## config.mk

```make
export PLATFORM = sky130hd
export DESIGN_NAME = block_bitmap_allocator_flat
export DESIGN_NICKNAME = d
export VERILOG_FILES = /design/src/bba_pkg.sv /design/src/bba_if.sv /design/src/bba_bitmap_mem.sv /design/src/block_bitmap_allocator.sv /design/src/flat_wrapper.sv
export SDC_FILE = /design/constraint.sdc
export NUM_CORES = 2
export LEC_CHECK = 0
export ABC_CLOCK_PERIOD_IN_PS = 16000
export BUFFER_PORTS_ARGS = -buffer_cell sky130_fd_sc_hd__buf_2
export CORE_MARGIN = 10
export CORE_UTILIZATION = 40
export DETAILED_ROUTE_END_ITERATION = 7
export SETUP_SLACK_MARGIN = 0.4
export SLEW_MARGIN = 5
export SYNTH_ARGS = -nofsm -noshare
export SYNTH_HDL_FRONTEND = slang
export SYNTH_SLANG_ARGS = --single-unit
```

## constraint.sdc

```tcl
create_clock -name clk -period 16 [get_ports clk]
set_input_delay 3.2 -clock clk [delete_from_list [all_inputs] [get_ports clk]]
set_output_delay 3.2 -clock clk [all_outputs]
set_load 0.01 [all_outputs]
```

## src/bba_pkg.sv

```systemverilog
// Package for the block bitmap allocator: field widths, operation, status and
// register codes, and the lowest-set-bit picker used by the scan.
// No dependencies.
package bba_pkg;

	localparam int FIELD_W    = 13;
	localparam int CFG_IDX_W  = 1;
	localparam int CFG_DATA_W = 13;

	// Operation codes
	localparam logic FUNC_ALLOC = 1'b0;
	localparam logic FUNC_FREE  = 1'b1;

	// Status codes
	localparam logic [1:0] STATUS_OK    = 2'd0;
	localparam logic [1:0] STATUS_FULL  = 2'd1;
	localparam logic [1:0] STATUS_RANGE = 2'd2;

	// Register indexes
	localparam logic [CFG_IDX_W-1:0] REG_BLOCKS_MANAGED = 1'b0;
	localparam logic [CFG_IDX_W-1:0] REG_FIRST_OFFSET   = 1'b1;

	// Register reset values
	localparam logic [FIELD_W-1:0] BLOCKS_MANAGED_RST = 13'd4096;
	localparam logic               FIRST_OFFSET_RST   = 1'b1;

	typedef struct packed {
		logic       found;
		logic [4:0] bit_idx;
	} bit_pick_t;

	// Return the position of the lowest set bit of a word
	function automatic bit_pick_t lowest_set(input logic [31:0] v);
		bit_pick_t r;
		r = '0;
		for (int i = 31; i >= 0; i--) begin
			if (v[i]) begin
				r.found   = 1'b1;
				r.bit_idx = 5'(i);
			end
		end
		return r;
	endfunction

endpackage

```

## src/bba_if.sv

```systemverilog
// Request and response channel interfaces of the block bitmap allocator.
// Depends on bba_pkg.
interface bba_req_if import bba_pkg::*; ();
	logic               valid;
	logic               ready;
	logic               func;
	logic [FIELD_W-1:0] block_number;

	modport source (output valid, func, block_number, input ready);
	modport sink (input valid, func, block_number, output ready);
endinterface

interface bba_rsp_if import bba_pkg::*; ();
	logic               valid;
	logic               ready;
	logic [FIELD_W-1:0] alloc_block;
	logic [1:0]         status;
	logic [FIELD_W-1:0] free_count;

	modport source (output valid, alloc_block, status, free_count, input ready);
	modport sink (input valid, alloc_block, status, free_count, output ready);
endinterface

```

## src/bba_bitmap_mem.sv

```systemverilog
// Bitmap word store: one write port, one registered read port, and a valid
// bit per word so that a word never written reads as all zeros after reset.
// No package dependencies.
module bba_bitmap_mem #(
	parameter int WORDS = 128,
	parameter int AW    = 7
) (
	input  logic          clk,
	input  logic          arst_n,
	input  logic          we,
	input  logic [AW-1:0] waddr,
	input  logic [31:0]   wdata,
	input  logic [AW-1:0] raddr,
	output logic [31:0]   rdata
);

	logic [31:0]      mem_q [WORDS];
	logic [WORDS-1:0] vld_q;
	logic [31:0]      rdata_q;
	logic             rvld_q;

	// Write the word array
	always_ff @(posedge clk) begin
		if (we) begin
			mem_q[waddr] <= wdata;
		end
	end

	// Register the read data
	always_ff @(posedge clk) begin
		rdata_q <= mem_q[raddr];
	end

	// Track written words; reset marks every word as clear
	always_ff @(posedge clk or negedge arst_n) begin
		if (!arst_n) begin
			vld_q  <= '0;
			rvld_q <= 1'b0;
		end else begin
			rvld_q <= vld_q[raddr];
			if (we) begin
				vld_q[waddr] <= 1'b1;
			end
		end
	end

	assign rdata = rvld_q ? rdata_q : 32'd0;

endmodule

```

## src/block_bitmap_allocator.sv

```systemverilog
// Block bitmap allocator top level: request/response channels, register
// write port, sequencer, bitmap store and free counter.
// Depends on bba_pkg, bba_req_if, bba_rsp_if and bba_bitmap_mem.
//
//  channel | dir | handshake            | payload
//  --------+-----+----------------------+----------------------------------
//  req     | in  | valid/ready          | func, block_number
//  rsp     | out | valid/ready          | alloc_block, status, free_count
//  cfg     | in  | cfg_we, no back-off  | cfg_index, cfg_wdata
//
// Allocate: one bitmap word is read per cycle through the single read port and
// checked the cycle after; the scan stops at the first free block, or at the
// last word with status FULL. Free: the word is read, then checked and the bit
// cleared if set; an out-of-range block number gets status RANGE without a read.
// Reset clears the bitmap at once through per-word valid bits; no sweep.
// One request is in work at a time; a finished response waits in the output
// register while the next request is taken.
module block_bitmap_allocator import bba_pkg::*; #(
	parameter int MAX_BLOCKS = 4096
) (
	input  logic                  clk,
	input  logic                  arst_n,
	bba_req_if.sink               req,
	bba_rsp_if.source             rsp,
	input  logic                  cfg_we,
	input  logic [CFG_IDX_W-1:0]  cfg_index,
	input  logic [CFG_DATA_W-1:0] cfg_wdata
);

	localparam int WORDS   = (MAX_BLOCKS + 31) / 32;
	localparam int WORD_AW = (WORDS > 1) ? $clog2(WORDS) : 1;
	localparam int CNT_W   = $clog2(MAX_BLOCKS + 1);
	localparam int CW_A    = (WORD_AW + 6 > CNT_W + 1) ? WORD_AW + 6 : CNT_W + 1;
	localparam int CW      = (CW_A > FIELD_W + 1) ? CW_A : FIELD_W + 1;

	typedef enum logic [4:0] {
		S_IDLE  = 5'b00001,
		S_FREAD = 5'b00010,
		S_FCHK  = 5'b00100,
		S_SCAN  = 5'b01000,
		S_DONE  = 5'b10000
	} state_t;

	state_t               state_q, state_d;
	logic [FIELD_W-1:0]   bm_q;
	logic                 off_q;
	logic [CNT_W-1:0]     free_q;
	logic [WORD_AW-1:0]   w_q;
	logic [WORD_AW-1:0]   chk_w_s1;
	logic                 chk_pend_s1;
	logic [WORD_AW-1:0]   fword_q;
	logic [4:0]           fbit_q;
	logic [FIELD_W-1:0]   res_block_q;
	logic [1:0]           res_status_q;
	logic                 rsp_valid_q;
	logic [FIELD_W-1:0]   rsp_block_q;
	logic [1:0]           rsp_status_q;
	logic [FIELD_W-1:0]   rsp_count_q;

	logic [CW-1:0]        bm_c, n_c, off_c, num_c, fidx_c, base_c, diff_c, blk_c;
	logic                 range_bad;
	logic [31:0]          lim_mask, rdata, avail;
	bit_pick_t            pick;
	logic                 mem_we;
	logic [WORD_AW-1:0]   mem_waddr, raddr;
	logic [31:0]          mem_wdata;
	logic                 cnt_dec, cnt_inc, res_ld, load_out;
	logic [FIELD_W-1:0]   res_block_d;
	logic [1:0]           res_status_d;

	bba_bitmap_mem #(
		.WORDS(WORDS),
		.AW   (WORD_AW)
	) u_mem (
		.clk   (clk),
		.arst_n(arst_n),
		.we    (mem_we),
		.waddr (mem_waddr),
		.wdata (mem_wdata),
		.raddr (raddr),
		.rdata (rdata)
	);

	// Clamp the managed count to the bitmap size
	assign bm_c  = CW'(bm_q);
	assign n_c   = (bm_c > CW'(MAX_BLOCKS)) ? CW'(MAX_BLOCKS) : bm_c;
	assign off_c = CW'(off_q);

	// Range check and bit position of a free request
	assign num_c     = CW'(req.block_number);
	assign fidx_c    = num_c - off_c;
	assign range_bad = (num_c < off_c) || (fidx_c >= n_c);

	// Mask off bits of the checked word at or past the managed count
	assign base_c = CW'({chk_w_s1, 5'd0});
	assign diff_c = n_c - base_c;
	always_comb begin
		priority if (n_c >= base_c + CW'(32)) begin
			lim_mask = 32'hFFFF_FFFF;
		end else if (n_c > base_c) begin
			lim_mask = (32'd1 << diff_c[4:0]) - 32'd1;
		end else begin
			lim_mask = 32'd0;
		end
	end

	assign avail = ~rdata & lim_mask;
	assign pick  = lowest_set(avail);
	assign blk_c = base_c + CW'(pick.bit_idx) + off_c;

	assign req.ready = (state_q == S_IDLE);

	// Sequencer
	always_comb begin
		state_d      = state_q;
		raddr        = fword_q;
		mem_we       = 1'b0;
		mem_waddr    = chk_w_s1;
		mem_wdata    = rdata;
		cnt_dec      = 1'b0;
		cnt_inc      = 1'b0;
		res_ld       = 1'b0;
		res_block_d  = '0;
		res_status_d = STATUS_OK;
		load_out     = 1'b0;
		unique case (state_q)
			S_IDLE: begin
				if (req.valid) begin
					if (req.func == FUNC_ALLOC) begin
						state_d = S_SCAN;
					end else if (range_bad) begin
						res_ld       = 1'b1;
						res_status_d = STATUS_RANGE;
						state_d      = S_DONE;
					end else begin
						state_d = S_FREAD;
					end
				end
			end
			S_FREAD: begin
				state_d = S_FCHK;
			end
			S_FCHK: begin
				res_ld  = 1'b1;
				state_d = S_DONE;
				if (rdata[fbit_q]) begin
					mem_we    = 1'b1;
					mem_waddr = fword_q;
					mem_wdata = rdata & ~(32'd1 << fbit_q);
					cnt_inc   = 1'b1;
				end
			end
			S_SCAN: begin
				raddr = w_q;
				if (chk_pend_s1) begin
					if (pick.found) begin
						mem_we      = 1'b1;
						mem_wdata   = rdata | (32'd1 << pick.bit_idx);
						cnt_dec     = 1'b1;
						res_ld      = 1'b1;
						res_block_d = blk_c[FIELD_W-1:0];
						state_d     = S_DONE;
					end else if (chk_w_s1 == WORD_AW'(WORDS - 1)) begin
						res_ld       = 1'b1;
						res_status_d = STATUS_FULL;
						state_d      = S_DONE;
					end
				end
			end
			S_DONE: begin
				if (!rsp_valid_q || rsp.ready) begin
					load_out = 1'b1;
					state_d  = S_IDLE;
				end
			end
			default: begin
				state_d = S_IDLE;
			end
		endcase
	end

	// Hold state, registers, counter and scan pointer
	always_ff @(posedge clk or negedge arst_n) begin
		if (!arst_n) begin
			state_q     <= S_IDLE;
			bm_q        <= BLOCKS_MANAGED_RST;
			off_q       <= FIRST_OFFSET_RST;
			free_q      <= CNT_W'(MAX_BLOCKS);
			w_q         <= '0;
			chk_pend_s1 <= 1'b0;
			rsp_valid_q <= 1'b0;
		end else begin
			state_q     <= state_d;
			chk_pend_s1 <= (state_q == S_SCAN);
			if (cfg_we) begin
				unique case (cfg_index)
					REG_BLOCKS_MANAGED: bm_q  <= cfg_wdata;
					REG_FIRST_OFFSET:   off_q <= cfg_wdata[0];
					default: ;
				endcase
			end
			if (cnt_dec && free_q != '0) begin
				free_q <= free_q - 1'b1;
			end
			if (cnt_inc && free_q != CNT_W'(MAX_BLOCKS)) begin
				free_q <= free_q + 1'b1;
			end
			// Advance the read pointer, stopping at the last word
			if (state_q == S_IDLE) begin
				w_q <= '0;
			end else if (state_q == S_SCAN && w_q != WORD_AW'(WORDS - 1)) begin
				w_q <= w_q + 1'b1;
			end
			// Load a new response, else drop a taken one
			if (load_out) begin
				rsp_valid_q <= 1'b1;
			end else if (rsp_valid_q && rsp.ready) begin
				rsp_valid_q <= 1'b0;
			end
		end
	end

	// Datapath registers
	always_ff @(posedge clk) begin
		chk_w_s1 <= w_q;
		if (state_q == S_IDLE && req.valid) begin
			fword_q <= fidx_c[5 +: WORD_AW];
			fbit_q  <= fidx_c[4:0];
		end
		if (res_ld) begin
			res_block_q  <= res_block_d;
			res_status_q <= res_status_d;
		end
		if (load_out) begin
			rsp_block_q  <= res_block_q;
			rsp_status_q <= res_status_q;
			rsp_count_q  <= FIELD_W'(free_q);
		end
	end

	assign rsp.valid       = rsp_valid_q;
	assign rsp.alloc_block = rsp_block_q;
	assign rsp.status      = rsp_status_q;
	assign rsp.free_count  = rsp_count_q;

endmodule

```

## src/flat_wrapper.sv

```systemverilog
// flat-port wrapper written by rule: the top's interface ports become plain ports
module block_bitmap_allocator_flat import bba_pkg::*;
#(
	parameter int MAX_BLOCKS = 4096
)
  (clk, arst_n, cfg_we, cfg_index, cfg_wdata, req_valid, req_func, req_block_number, req_ready, rsp_valid, rsp_alloc_block, rsp_status, rsp_free_count, rsp_ready);
  bba_req_if req_i ();
  bba_rsp_if rsp_i ();
  input  logic clk;
  input  logic arst_n;
  input  logic cfg_we;
  input  logic [CFG_IDX_W-1:0] cfg_index;
  input  logic [CFG_DATA_W-1:0] cfg_wdata;
  input wire logic [$bits(req_i.valid)-1:0] req_valid;
  input wire logic [$bits(req_i.func)-1:0] req_func;
  input wire logic [$bits(req_i.block_number)-1:0] req_block_number;
  output wire logic [$bits(req_i.ready)-1:0] req_ready;
  output wire logic [$bits(rsp_i.valid)-1:0] rsp_valid;
  output wire logic [$bits(rsp_i.alloc_block)-1:0] rsp_alloc_block;
  output wire logic [$bits(rsp_i.status)-1:0] rsp_status;
  output wire logic [$bits(rsp_i.free_count)-1:0] rsp_free_count;
  input wire logic [$bits(rsp_i.ready)-1:0] rsp_ready;
  assign req_i.valid = req_valid;
  assign req_i.func = req_func;
  assign req_i.block_number = req_block_number;
  assign req_ready = req_i.ready;
  assign rsp_valid = rsp_i.valid;
  assign rsp_alloc_block = rsp_i.alloc_block;
  assign rsp_status = rsp_i.status;
  assign rsp_free_count = rsp_i.free_count;
  assign rsp_i.ready = rsp_ready;
  block_bitmap_allocator #(.MAX_BLOCKS(MAX_BLOCKS)) u_core (.clk(clk), .arst_n(arst_n), .req(req_i), .rsp(rsp_i), .cfg_we(cfg_we), .cfg_index(cfg_index), .cfg_wdata(cfg_wdata));
endmodule
```

# Yosys cells after proc, flatten, opt, wreduce, memory -nomap -nowiden
# Memory sizes are Yosys's and may differ from the RTL's. A register that Yosys moved wholly into a read port is not among the register bits.
# Index checks and enable logic that the tools add are counted.
dict set report totals {
  register_bits 232
  ramBits 4096
  input_bits 33
  out_inout_bits 30
  word_cells 162
  mem_count 1
}
# name words word_bits read_ports rd_ports_with_merged_regs wr line
set mem_list {}
lappend mem_list {u_core.u_mem.mem_q 128 32 1 1 1 bba_bitmap_mem.sv:17} ;# logic [31:0] mem_q [WORDS];
dict set report op_classes {
  n_addsub 9
  order_cmp 9
  n_eq_ne 12
  n_shift 3
  mux 87
  bitwise_logic 7
  n_reduce_logical 17
}
# op count
set op_table {}
lappend op_table {{$mux 32} 6}
lappend op_table {{$mux 6} 32}
lappend op_table {{$or 128x128->128} 1}
lappend op_table {{$shl 1x5->32 const A} 3}
lappend op_table {{$and 32x32->32} 2}
lappend op_table {{$not 32->32} 2}
lappend op_table {{$pmux 32 s2} 1}
lappend op_table {{$mux 13} 3}
lappend op_table {{$mux 5} 7}
lappend op_table {{$mux 7} 5}
lappend op_table {{$or 32x32->32} 1}
lappend op_table {{$sub 32x1->32 const B} 1}
lappend op_table {{$pmux 5 s5} 1}
lappend op_table {{$mux 1} 21}
lappend op_table {{$lt 7x8->1 const B} 2}
lappend op_table {{$ge 14x13->1} 1}
lappend op_table {{$sub 13x1->14} 1}
lappend op_table {{$add 12x5->13} 1}
lappend op_table {{$add 12x6->13 const B} 1}
lappend op_table {{$add 13x1->13} 1}
lappend op_table {{$add 13x1->13 const B} 1}
lappend op_table {{$ge 13x13->1} 1}
lappend op_table {{$gt 13x12->1} 1}
lappend op_table {{$gt 13x13->1 const B} 1}
lappend op_table {{other kinds (33)} 47}

# Logic depth before layout (Yosys ltp)
dict set report depth {
  ltp_word 46
  ltp_mapped 23
  mapped_depth_nobuf 20
}

# Cells and area by module
# From an unflattened synthesis, not the netlist that was laid out.
dict set report unflattened {
  hier_cells 7222
  hier_area_um2 169636.4
}
# mod instances cells_each area_per_inst_um2 seq_area_each_um2
set by_module_without_submodules {}
lappend by_module_without_submodules {bba_bitmap_mem 1 6353 161657.5 126866.7}
lappend by_module_without_submodules {block_bitmap_allocator 1 869 7978.9 2822.7}

# Worst setup path after synthesis
# Ideal clock, no wire load.
dict set report synth_timing {
  path_kind {register to register}
  from {register u_core.bm_q[12]}
  to {memory u_core.u_mem.mem_q[0][29], data pin}
  setup_ps 1589
  arrival_ps 11329
  required_ps 14411
  path_slack_ps 3083
  path_stages_with_launch 19
  path_buffers 3
  period_less_slack_ps 12917
  cell_sequence {dfstp_2 clkbuf_1 clkinv_1 clkbuf_1 nand2_1 inv_1 ha_1 a21oi_1 o221ai_1 o211ai_1 nand2_1 clkbuf_1 a2bb2oi_1 nand2_1 nor3b_1 a21oi_1 or2_2 or3_1 o41ai_1}
}
dict set report synth_between {
  elab_chain_len 45
  word_cells_on_any_way 47
  cone_classes {add/sub: 2; order compare: 3; shift: 2; mux: 38; bitwise: 2}
}
# element line
set synth_rtl {}
lappend synth_rtl {{start: declaration} block_bitmap_allocator.sv:45} ;# logic [FIELD_W-1:0] bm_q;
lappend synth_rtl {{start signal: assignment} block_bitmap_allocator.sv:197} ;# REG_BLOCKS_MANAGED: bm_q <= cfg_wdata;
lappend synth_rtl {{$gt 13x13->1} block_bitmap_allocator.sv:86} ;# assign n_c = (bm_c > CW'(MAX_BLOCKS)) ? CW'(MAX_BLOCKS) : bm_c;
lappend synth_rtl {{$mux 13 *} block_bitmap_allocator.sv:86}
lappend synth_rtl {{$sub 5x1->5} block_bitmap_allocator.sv:96} ;# assign diff_c = n_c - base_c;
lappend synth_rtl {{$shl 1x5->32} block_bitmap_allocator.sv:101} ;# lim_mask = (32'd1 << diff_c[4:0]) - 32'd1;
lappend synth_rtl {{$sub 32x1->32} block_bitmap_allocator.sv:101}
lappend synth_rtl {{$mux 32} block_bitmap_allocator.sv:100} ;# end else if (n_c > base_c) begin
lappend synth_rtl {{$mux 32 *} block_bitmap_allocator.sv:98} ;# priority if (n_c >= base_c + CW'(32)) begin
lappend synth_rtl {{$and 32x32->32 *} block_bitmap_allocator.sv:107} ;# assign avail = ~rdata & lim_mask;
lappend synth_rtl {{$mux 6 (31 in series)} bba_pkg.sv:37} ;# if (v[i]) begin
lappend synth_rtl {{$mux 6 *} bba_pkg.sv:37}
lappend synth_rtl {{$shl 1x5->32} block_bitmap_allocator.sv:158} ;# mem_wdata = rdata | (32'd1 << pick.bit_idx);
lappend synth_rtl {{$or 32x32->32} block_bitmap_allocator.sv:158}
lappend synth_rtl {{$mux 32 *} block_bitmap_allocator.sv:156} ;# if (pick.found) begin
lappend synth_rtl {{$mux 32 *} block_bitmap_allocator.sv:155} ;# if (chk_pend_s1) begin
lappend synth_rtl {{$pmux 32 s2 *} block_bitmap_allocator.sv:126} ;# unique case (state_q)
lappend synth_rtl {{named net u_core.mem_wdata[29]} block_bitmap_allocator.sv:66} ;# logic [31:0] mem_wdata;
lappend synth_rtl {{end: declaration} bba_bitmap_mem.sv:17}
# The timed path passes the listed nets; every way through them passes the cells marked *.

# Worst setup path in the final report
dict set report layout_timing {
  from {register u_core.bm_q[12]}
  to {memory u_core.u_mem.mem_q[79][3], data pin}
}
# The elaborated chain is that of the path after synthesis.

==> results.txt <==
Die area: 455,700 um2. The number of distinct library cell variants in the gate-level netlist after synthesis came out at 81. Counting tap cells, the placed design contains a total of 14,150 instances. In this run the clock root is driven by a clkbuf_16. The detailed-route wire length per cell works out to 31.55 um.

After detailed routing, the total wire length is 472,300 um. The run finished with clean final reports. Synthesis inferred 4,360 register bits. For the worst setup path, the data arrival time is 9.20 ns. Along the worst hold path, the cell count comes to 0. The largest fanout on the critical path is 49.

The core utilization of the finished layout was 0.4568; the portion of the post-synthesis area used by sequential elements was 0.7557. The startpoint identified for the worst hold timing path is u_core.res_block_q[0]. The worst register-to-register path has a setup slack of 7.44 ns. The buffers inserted during post-CTS setup optimization is 0.

The number of slew-limit violations in the final report is 0. Clock tree synthesis inserted a total of 438 buffers. The cell area after technology mapping came out at 171,600 um2. For the final-layout fill cell count, the log shows 35,520. The clock network fraction of design power was 0.309. Across the run, the number of max-cap violations was 0. The first TritonRoute pass finished after 6 iterations.

For the first-pass GRT wire length, the log shows 673,300 um. The relative slew slack was 0.02914; the initial core utilization was 0.4016. The total nets after synthesis was 8,723. The total overflow reported by the global router was 0; the final estimated routing congestion in global placement was 0.8895. The run gives 24 as the initial antenna violation count. Setup violations remaining at the end of the flow were counted as 0.

The data required time at the worst endpoint was 16.64 ns; the floorplan die width was 675.0 um. The worst-case IR drop observed on VDD is 0.0001352 V. The worst-path cell with the longest stage delay is o21ai_4.

Cell internal power was estimated by the tool at 22.06 mW. TritonCTS built the clock tree. The average instance in the mapped netlist occupies 19.86 um2. The run gives 5 as the maximum level of the CTS H-tree. The start-to-end type of the worst setup path is reg2reg.

STA classifies the critical path endpoint as a flop. The number of cells in the finished layout apart from fillers is 14,970, and the number of buffers inserted by port buffering is 62. The critical path goes through clkinv_1 -> nand2_1 -> inv_1 -> ha_1 -> a21oi_1 -> o221ai_1 -> o211ai_1 -> nand2_1 -> a221oi_1 -> o31ai_1 -> nor4b_1 -> o21a_1 -> nor2_1 -> nand2b_1 -> o21ai_4 -> buf_4 -> buf_4. Hold timing on the final database bottoms out at a slack of 0.4181 ns. Worst-case clock buffer depth: 4. The number of buffers and inverters on the critical path was 4; the quantity of gates resized following cts was 0. The number of synthesized flops with an enable pin is 4,151. The overall via count from detail_route is 89,180.

The kind of path behind the tightest hold check is reg2reg. The tools report the static leakage power as 62.09 nW. The clock arrives with 0.1105 ns of skew. On the critical path the largest part of the delay comes from compound AO/OA/AOI/OAI gates. Insertion delay to the later sink of the worst-skew pair: 1.03 ns. In this run the critical register-to-register path is launched from u_core.bm_q[12]. From synthesis to final layout, the design area changed by 13.73%. After the last flow step, the layout net total stands at 8,982. The number of cells on the worst reg-to-reg path is 17.

The switching fraction of total power is 0.3145. Once detailed placement completed, the half-perimeter wirelength came to 261,500 um. The proportion of power drawn by combinational gates was 0.257. Clock-pin slew was measured on the worst setup and hold paths at 0.06 ns. The floorplan has 240 rows. The register share of total power is 0.433, and the DRC marker count from the first detailed-route iteration is 10,900. Counting every instance in the synthesized netlist gives 8,643. During I/O placement, the number of pins put on the boundary was 63. The tools report the kind of start point of the critical path as a flop. The tools report the placed cell area as 181,200 um2. After detailed routing, the number of vias per cell comes to 5.957.

Entering global routing, the biggest net connects 133 pins. The power spent charging and discharging nets is 10.12 mW. Buffers inserted to repair hold after CTS numbered 0. Period utilization: 0.5347. With fillers left out, the area of the finished cells amounts to 195,200 um2. End point of the most critical hold path: u_core.rsp.alloc_block[0]. For this run, the slowest stage of the critical path takes 0.95 ns. The tools report the core region area as 427,300 um2.

Adding up every negative setup slack in the final design gives 0 ns. The remaining antenna violation count after routing was 0; the Yosys warning count was 0. The final hold violation count was 0; the remaining routing DRC violations was 0. The total routing resource utilization after global routing came out at 0.2032. Timing would allow up to 116.9 MHz. In this run the power density over the cells is 164.8 nW/um2.

Slew at the pin with the worst max-slew slack: 1.446 ns. The worst register-to-register path ends at u_core.u_mem.mem_q[79][3]. The final critical path time including I/O delays and setup works out to 8.555 ns. Setup repair after global routing left no endpoint under its margin.

The fraction of registers with async set/reset is 0.03899. The number of clock sinks is 4,360, and the via count of the first global-routing pass is 89,640. Measured along the y axis, the die boundary spans 675.0 um. The most used flip-flop cell after synthesis is edfxtp_1. The fraction of layout instances using a drive strength above 1 was 0.2504.
-- how the worst max path moves through the flow --
stage,startpoint,endpoint,slack [ns],depth (start not counted)
3_5_place_dp,u_core.bm_q[12],u_core.u_mem.mem_q[79][3],7.66,17
2_1_floorplan,u_core.bm_q[12],u_core.u_mem.mem_q[0][29],3.08,18
5_1_grt,u_core.bm_q[12],u_core.u_mem.mem_q[79][3],6.94,17
6_report,u_core.bm_q[12],u_core.u_mem.mem_q[79][3],7.44,17
3_3_place_gp,u_core.bm_q[12],u_core.u_mem.mem_q[79][3],7.71,17
4_1_cts,u_core.bm_q[12],u_core.u_mem.mem_q[79][3],7.66,17
-- worst register-to-register path: cells and delay by family (launching register included) --
kind,cells,cell delay (ns)
buffers and inverters,4,2.00
flip-flops,1,0.82
AO/OA/AOI/OAI,7,2.77
AND/OR/NAND/NOR,5,2.26
adder cells (fa/ha/maj),1,0.31
-- cell families (layout without fill, tap and decap cells) --
family | Yosys count | in the layout | share of synthesized area
compound gates | 1132 | 1132 | 0.04672
mux | 1091 | 1091 | 0.1413
other cells | 0 | 8 | 0
flops | 4360 | 4360 | 0.7557
simple gates | 1383 | 1383 | 0.03778
xor+xnor | 39 | 39 | 0.001990
buf+inv | 591 | 1224 | 0.01309
fa+ha+maj | 47 | 47 | 0.003470
-- through the flow --
step / total power [mW] / setup WS, ns
after CTS: 32.35 / 7.658
final: 32.17 / 7.445
after detailed placement: 22.46 / 7.665
after floorplan: 19.23 / 3.083
after global placement: 22.32 / 7.707
after global routing: 33.27 / 6.940
-- cell usage in the layout (no fill, tap or decap), types with 20 or more instances in the layout --
master,instances
and2_1,274
xnor2_1,21
or2_1,22
clkinv_2,80
clkbuf_8,23
clkbuf_1,111
nor3_1,41
a311oi_1,136
edfxtp_1,4151
a31oi_1,139
bufinv_16,28
nor4_1,20
or2_2,34
a21oi_1,146
a211oi_1,362
o21bai_1,85
nor2_4,126
nor2_1,85
buf_12,21
nand2_1,646
mux4_2,1064
a21o_1,52
dfxtp_1,39
inv_1,35
nand3_1,35
buf_4,291
o21ai_0,57
clkbuf_16,440
clkinv_1,85
buf_2,61
ha_1,46
dfrtp_1,165
-- cell usage after synthesis, types with 10 or more instances --
| cell | instances | share of area |
|---|---|---|
| or2_2 | 36 | 0.0013 |
| or3_1 | 18 | 0.00066 |
| mux2_2 | 13 | 0.00085 |
| nand2_1 | 647 | 0.014 |
| o22ai_1 | 18 | 0.00066 |
| nand3_1 | 35 | 0.0010 |
| xnor2_1 | 21 | 0.0011 |
| o21ai_0 | 72 | 0.0021 |
| and2_1 | 274 | 0.010 |
| dfxtp_1 | 39 | 0.0045 |
| o21bai_1 | 85 | 0.0037 |
| nand2b_1 | 12 | 0.00044 |
| mux2i_1 | 14 | 0.00082 |
| or2_1 | 22 | 0.00080 |
| a211oi_1 | 370 | 0.016 |
| mux4_2 | 1064 | 0.14 |
| a311oi_1 | 136 | 0.0069 |
| nor4_1 | 20 | 0.00073 |
| buf_2 | 11 | 0.00032 |
| buf_1 | 167 | 0.0037 |
| o211ai_1 | 14 | 0.00061 |
| ha_1 | 46 | 0.0034 |
| nand4_1 | 12 | 0.00044 |
| dfrtp_1 | 166 | 0.024 |
| a21oi_1 | 161 | 0.0047 |
| nor2_1 | 211 | 0.0046 |
| clkbuf_1 | 375 | 0.0082 |
| nand3b_1 | 10 | 0.00044 |
| a31oi_1 | 142 | 0.0052 |
| edfxtp_1 | 4151 | 0.73 |
| nor3_1 | 41 | 0.0012 |
| a21o_1 | 52 | 0.0023 |
| xor2_1 | 18 | 0.00092 |
| inv_1 | 35 | 0.00077 |
-- state kept, by name (all words and copies together), names as in the netlist, 5 cells and up --
name,flops
u_core.w_q,7
u_core.fword_q,7
u_core.u_mem.rdata_q,32
u_core.state_q,5
u_core.fbit_q,5
u_core.u_mem.vld_q,128
u_core.chk_w_s1,7
u_core.bm_q,13
u_core.rsp.free_count,13
u_core.rsp.alloc_block,13
u_core.free_q,13
u_core.u_mem.mem_q,4096
u_core.res_block_q,13
-- final cells by class --
cell class | count | area [um2] | share of cell area
Clock buffer | 583 | 11810 | 0.06048
Timing Repair Buffer | 374 | 2924 | 0.01498
Tap cell | 5687 | 7116 | 0.03646
Multi-Input combinational cell | 3692 | 41380 | 0.2120
Antenna cell | 8 | 20.02 | 0.0001026
Clock inverter | 231 | 2117 | 0.01085
Inverter | 36 | 135.1 | 0.0006923
Sequential cell | 4360 | 129700 | 0.6645
-- power by group through the flow --
stage / Sequential [mW] / Clock, mW / Combinational (mW)
floorplan: 14.4 / 0 / 4.80
global placement: 14.2 / 0 / 8.17
detailed placement: 14.2 / 0 / 8.30
CTS: 13.9 / 10.1 / 8.31
global route: 13.9 / 10.6 / 8.75
finish: 13.9 / 9.95 / 8.28
-- per-layer routing --
metal	GRT usage	vias up	routed length (um)
met1	0.2921	48140	196500
li1	-	36290	-
met3	0.03822	719	40550
met5	0	-	34
met2	0.3137	4036	218200
met4	0.06836	4	17080
No activity file was read; power rests on OpenSTA's default activity.
